===== config.mk =====
export PLATFORM = sky130hd
export DESIGN_NAME = rcmr_cell
export DESIGN_NICKNAME = d
export VERILOG_FILES = /design/src/hdl/rcmr_pkg.sv /design/src/hdl/rcmr_cell.sv
export SDC_FILE = /design/constraint.sdc
export NUM_CORES = 1
export LEC_CHECK = 0
export BUFFER_PORTS_ARGS = -buffer_cell sky130_fd_sc_hd__buf_2
export CAP_MARGIN = 20
export CORE_MARGIN = 2
export CORE_UTILIZATION = 48
export DETAILED_ROUTE_END_ITERATION = 6
export PLACE_DENSITY = 0.75
export SETUP_SLACK_MARGIN = 0.5
export SYNTH_ARGS = -nofsm -noshare
export SYNTH_HDL_FRONTEND = slang
export SYNTH_SLANG_ARGS = --single-unit

===== constraint.sdc =====
create_clock -name i_clk -period 10.9 [get_ports i_clk]
set_clock_uncertainty 0.2 [all_clocks]
set_input_delay 1.09 -clock i_clk [delete_from_list [all_inputs] [get_ports i_clk]]
set_output_delay 1.09 -clock i_clk [all_outputs]
set_load 0.02 [all_outputs]

===== src/hdl/rcmr_pkg.sv =====
// Shared widths, item types and cell control for the rod cutting revenue block.
`default_nettype none

package rcmr_pkg;

    localparam int REV_BITS       = 22;
    localparam int PRICE_W        = 16;
    localparam int MAX_LEN_DEF    = 64;
    localparam int PRICE_BITS_DEF = 16;

    typedef struct packed {
        logic [PRICE_W-1:0] price;
        logic               last;
    } t_in_item;

    typedef struct packed {
        logic [REV_BITS-1:0] best_revenue;
        logic                overflow;
    } t_out_item;

    // broadcast to every cell of the chain
    typedef struct packed {
        logic load;    // a price item is being stored
        logic init;    // first item of a job: first cell takes best of zero length
        logic shift;   // new best value enters the chain
    } t_cell_ctl;

endpackage

`default_nettype wire


===== src/hdl/rcmr_cell.sv =====
// One cell of the revenue chain: holds one price and one best-table entry.
`default_nettype none

module rcmr_cell
    import rcmr_pkg::*;
#(
    parameter int IDX = 1,
    parameter int CW  = 7,
    parameter int PW  = 16
) (
    input  logic                i_clk,
    input  logic                i_rst_n,
    input  t_cell_ctl           i_ctl,
    input  logic [CW-1:0]       i_count,
    input  logic [PW-1:0]       i_price,
    input  logic                i_tok,
    input  logic [REV_BITS-1:0] i_acc,
    input  logic [REV_BITS-1:0] i_best,
    output logic                o_tok,
    output logic [REV_BITS-1:0] o_acc,
    output logic [REV_BITS-1:0] o_best
);

    logic [PW-1:0]       r_price;
    logic [REV_BITS-1:0] r_best;
    logic [REV_BITS-1:0] r_acc;
    logic                r_tok;
    logic [REV_BITS:0]   w_sum;
    logic [REV_BITS-1:0] w_cand;
    logic                w_active;

    // r_best holds best[k - IDX] while best[k] is being swept
    assign w_active = (i_count >= CW'(IDX));
    assign w_sum    = {1'b0, r_best} + (REV_BITS+1)'(r_price);
    assign w_cand   = w_sum[REV_BITS] ? {REV_BITS{1'b1}} : w_sum[REV_BITS-1:0];

    always_ff @(posedge i_clk) begin
        if (!i_rst_n) begin
            r_tok <= 1'b0;
        end else begin
            r_tok <= i_tok;
        end
    end

    always_ff @(posedge i_clk) begin
        if (i_ctl.load && (i_count == CW'(IDX - 1))) begin
            r_price <= i_price;
        end
        if (i_ctl.init && (IDX == 1)) begin
            r_best <= '0;
        end else if (i_ctl.shift) begin
            r_best <= i_best;
        end
        if (i_tok) begin
            r_acc <= (w_active && (w_cand > i_acc)) ? w_cand : i_acc;
        end
    end

    assign o_tok  = r_tok;
    assign o_acc  = r_acc;
    assign o_best = r_best;

endmodule

`default_nettype wire


==> summary.txt <==
Power
  • Psw: between 0.15 and 0.2 mW
  • Reg power frac: about two fifths
  • Combinational Power Share: 20.4%
  • Max VDD drop: 0.0929 mV
  • Internal: 0.483 mW
  • Pwr dens: 139 nW/um^2
  • Clock power share: 39.2%
  • Switch share: 27.1%
  • Leak: around 2.3 nW

Logic synthesis
  • Avg Cell Area, Syn: 9.60 sq um
  • Synth Area in Adders: 12.9%
  • Asr flop ratio synth: 0%
  • Post-synthesis mux area share: 7.53%
  • Top post-synthesis cells by area: edfxtp_1 30%, ha_1 12%, dfxtp_1 12%, mux2i_1 6.3%, nor2_1 4.9%
  • Largest family of logic cells by synthesized area: compound AO/OA/AOI/OAI gates
  • Yosys top cell area share: 29.7%
  • Count leader, synth: nor2_1
  • Synth Area in Simple Gates: 13.9%
  • Ys Warns: 0
  • Dominant cell type by area after synthesis: edfxtp_1
  • Post-synth top cells: 50 x nor2_1, 38 x edfxtp_1, 38 x ha_1
  • Cell Area, Synth: 3840 sq um
  • Net Count, Synth: 512
  • Post-synthesis compound-gate area fraction: 15.5%
  • Mapped Cells: 400
  • Number of synthesized flops with an enable pin: 38
  • Sequential area share after synthesis: approximately two fifths
  • Top FF cell, synth: edfxtp_1
  • Yosys cell types: 45
  • Post-Synth XOR/XNOR Area: 4.11%
  • FF+latch count, synth: 61

STA
  • Tightest Pin Transition: 0.719 ns
  • Slew HR: 52.0%
  • RSZ-0062 raised after global routing: false
  • Final hold violation count: 0
  • Ratio of final minimum period to clock period: a little over two fifths
  • Peak Freq: around 210 MHz
  • Final Max Slew Viols: 0
  • Post-route setup slack: 6.11 ns
  • Final Critical Period: ~4.8 ns
  • Fin Hold WS: 0.335 ns
  • # setup viols final: 0
  • Setup tns final: 0 ns

Run
  • Maxcap violations: 0

Route
  • Antenna Nets Post-Route: 0
  • Drt via density: between 5 and 6
  • Routed len/inst: 13.9 microns
  • DRC violations left: 0
  • Via Count: 3263
  • Pre-antenna DRT Iters: 4
  • Number of DRC markers in iteration 0: 91
  • Routed wire length: 8640 microns

Floorplanning
  • Die H: 93.4 microns
  • Die width: 93.4 microns
  • Cell Rows: 32
  • Initial core utilization: about half
  • CORE AREA: ~7700 sq um
  • I/O pin count: 118
  • Die Area: 8730 sq um

Min path
  • Min-delay worst type: reg -> reg

Run status
  • Status: completed

Finish
  • Filler instances: 657
  • Area delta synth->final: 24.3%
  • Share of cells above drive strength 1: 28.6%
  • Final-stage net count: 625
  • Ant diodes: 0

GRT
  • Total GRT Usage: 21.2%
  • Antenna violations before repair: 0
  • First-pass GRT wire length: between 10000 and 15000 microns
  • Largest net degree at the start of global routing: 42
  • GRT overflow: 0
  • Vias in the first global route: approximately 3100

Place
  • Dpl ws: between 6 and 7 ns
  • Dpl hpwl: ~7000 microns
  • Port Buf Inserts: 117
  • GPL Wtd Cong: 0.906

Setup path
  • Startpoint Class: flop
  • Slowest stage delay, CP: 0.42 ns
  • Cell Chain, Critical Path: ha_1 > fa_1 > a211oi_1 > o21ai_2 > a21oi_2 > o221ai_4 > o21ai_2 > buf_4 > nand3_1 > ha_1 > nand4_1 > nor3_1 > o21ai_0 > a31oi_2 > buf_4 > mux2_2
  • WP data arrival: ~4.7 ns
  • Setup CP Type: reg -> reg
  • Crit-path leading delay family: compound AO/OA/AOI/OAI gates
  • Worst Path Buf+Inv: 2
  • Data required time of the worst path: between 10 and 15 ns
  • Crit-path slowest cell: fa_1
  • Critical Path Fanout Max: 41
  • CP endpoint kind: flop

Clock tree
  • Later-pin clock latency in the skew report: 0.34 ns
  • H-tree levels: 3
  • Clock tree buffer depth: 2
  • CTS Buf Count: 9
  • Post-CTS Setup Bufs: 0
  • Clk pin slew, worst setup/hold paths: 0.07 ns
  • CTS tree: done
  • # hold bufs at CTS: 0
  • Root buf cell: clkbuf_8
  • Clk sink count: 61
  • Post_cts resized: 0
## through the flow
stage          power, mW  std cells  cell area, sq um  utilization [%]
5_1_grt            0.698        620              4770             61.8
4_1_cts            0.668        620              4770             61.8
3_3_place_gp       0.404        604              4510             58.3
3_5_place_dp       0.408        604              4510             58.3
6_report           0.663        620              4770             61.8
2_1_floorplan      0.362        400              3840                -
## power by group through the flow
stage / combinational (mW) / clock [mW] / sequential (mW)
floorplan: 0.0737 / 0 / 0.288
global placement: 0.132 / 0 / 0.272
detailed placement: 0.135 / 0 / 0.272
CTS: 0.136 / 0.265 / 0.267
global route: 0.152 / 0.277 / 0.269
finish: 0.135 / 0.260 / 0.267
## layout make-up
type	instances	area, sq um	share of cell area (%)
Timing Repair Buffer	119	601	12.6
Tap cell	102	128	2.67
Sequential cell	61	1600	33.6
Multi-Input combinational cell	296	2080	43.6
Inverter	26	97.6	2.05
Clock inverter	6	116	2.44
Clock buffer	10	149	3.12
## path summary, 6_finish.rpt
check,start,end,slack (ns),depth (start not counted)
worst min register to register,o_best[0],o_best[0],0.34,2
worst min-delay path,o_best[0],o_best[0],0.34,2
worst max register to register,r_price[0],o_acc[14],6.11,16
worst max-delay path,r_price[0],o_acc[14],6.11,16
## kinds of logic after synthesis
group,Yosys count
AOI/OAI and AO/OA,90
xor gates and xnor gates,18
adders and majority gates,39
buffers and inverters,43
DFF,61
muxes,28
and+or+nand+nor,121
## routing by layer
layer / vias to the layer above / GRT usage, % / wire length [microns]
met4: 0 / 5.64 / 118
met1: 1479 / 28.5 / 3910
met5: - / 0 / 0
li1: 1673 / - / -
met3: 9 / 5.08 / 553
met2: 102 / 34.2 / 4070
## registers in the layout (all words and copies together) (netlist names)
register and flops:
r_price 16, o_best 22, o_acc 22, o_tok 1
## worst min-delay path, delay by kind of cell, from the launching register on
family	cells	cell delay [ns]
muxes	1	0.07
and+or+nand+nor	1	0.07
DFF	1	0.35
## cell usage in the layout (no fill, tap or decap), types with 3 or more instances in the layout
cell       instances
nor4_1             3
clkbuf_8           9
nand3_1            5
nand4_1            7
xnor2_1           11
o21a_1             5
a21o_1             6
dfxtp_1           23
a31oi_1           17
o21ai_0           15
inv_1             26
a21oi_1           30
xor2_1             7
nor3_1             3
edfxtp_1          38
ha_1              38
nand2b_1           3
nor2_1            50
and2_1             5
mux2_2             3
nand2_1           37
mux2i_1           24
bufinv_16          3
buf_2            117
(Power assumes the default switching activity.)
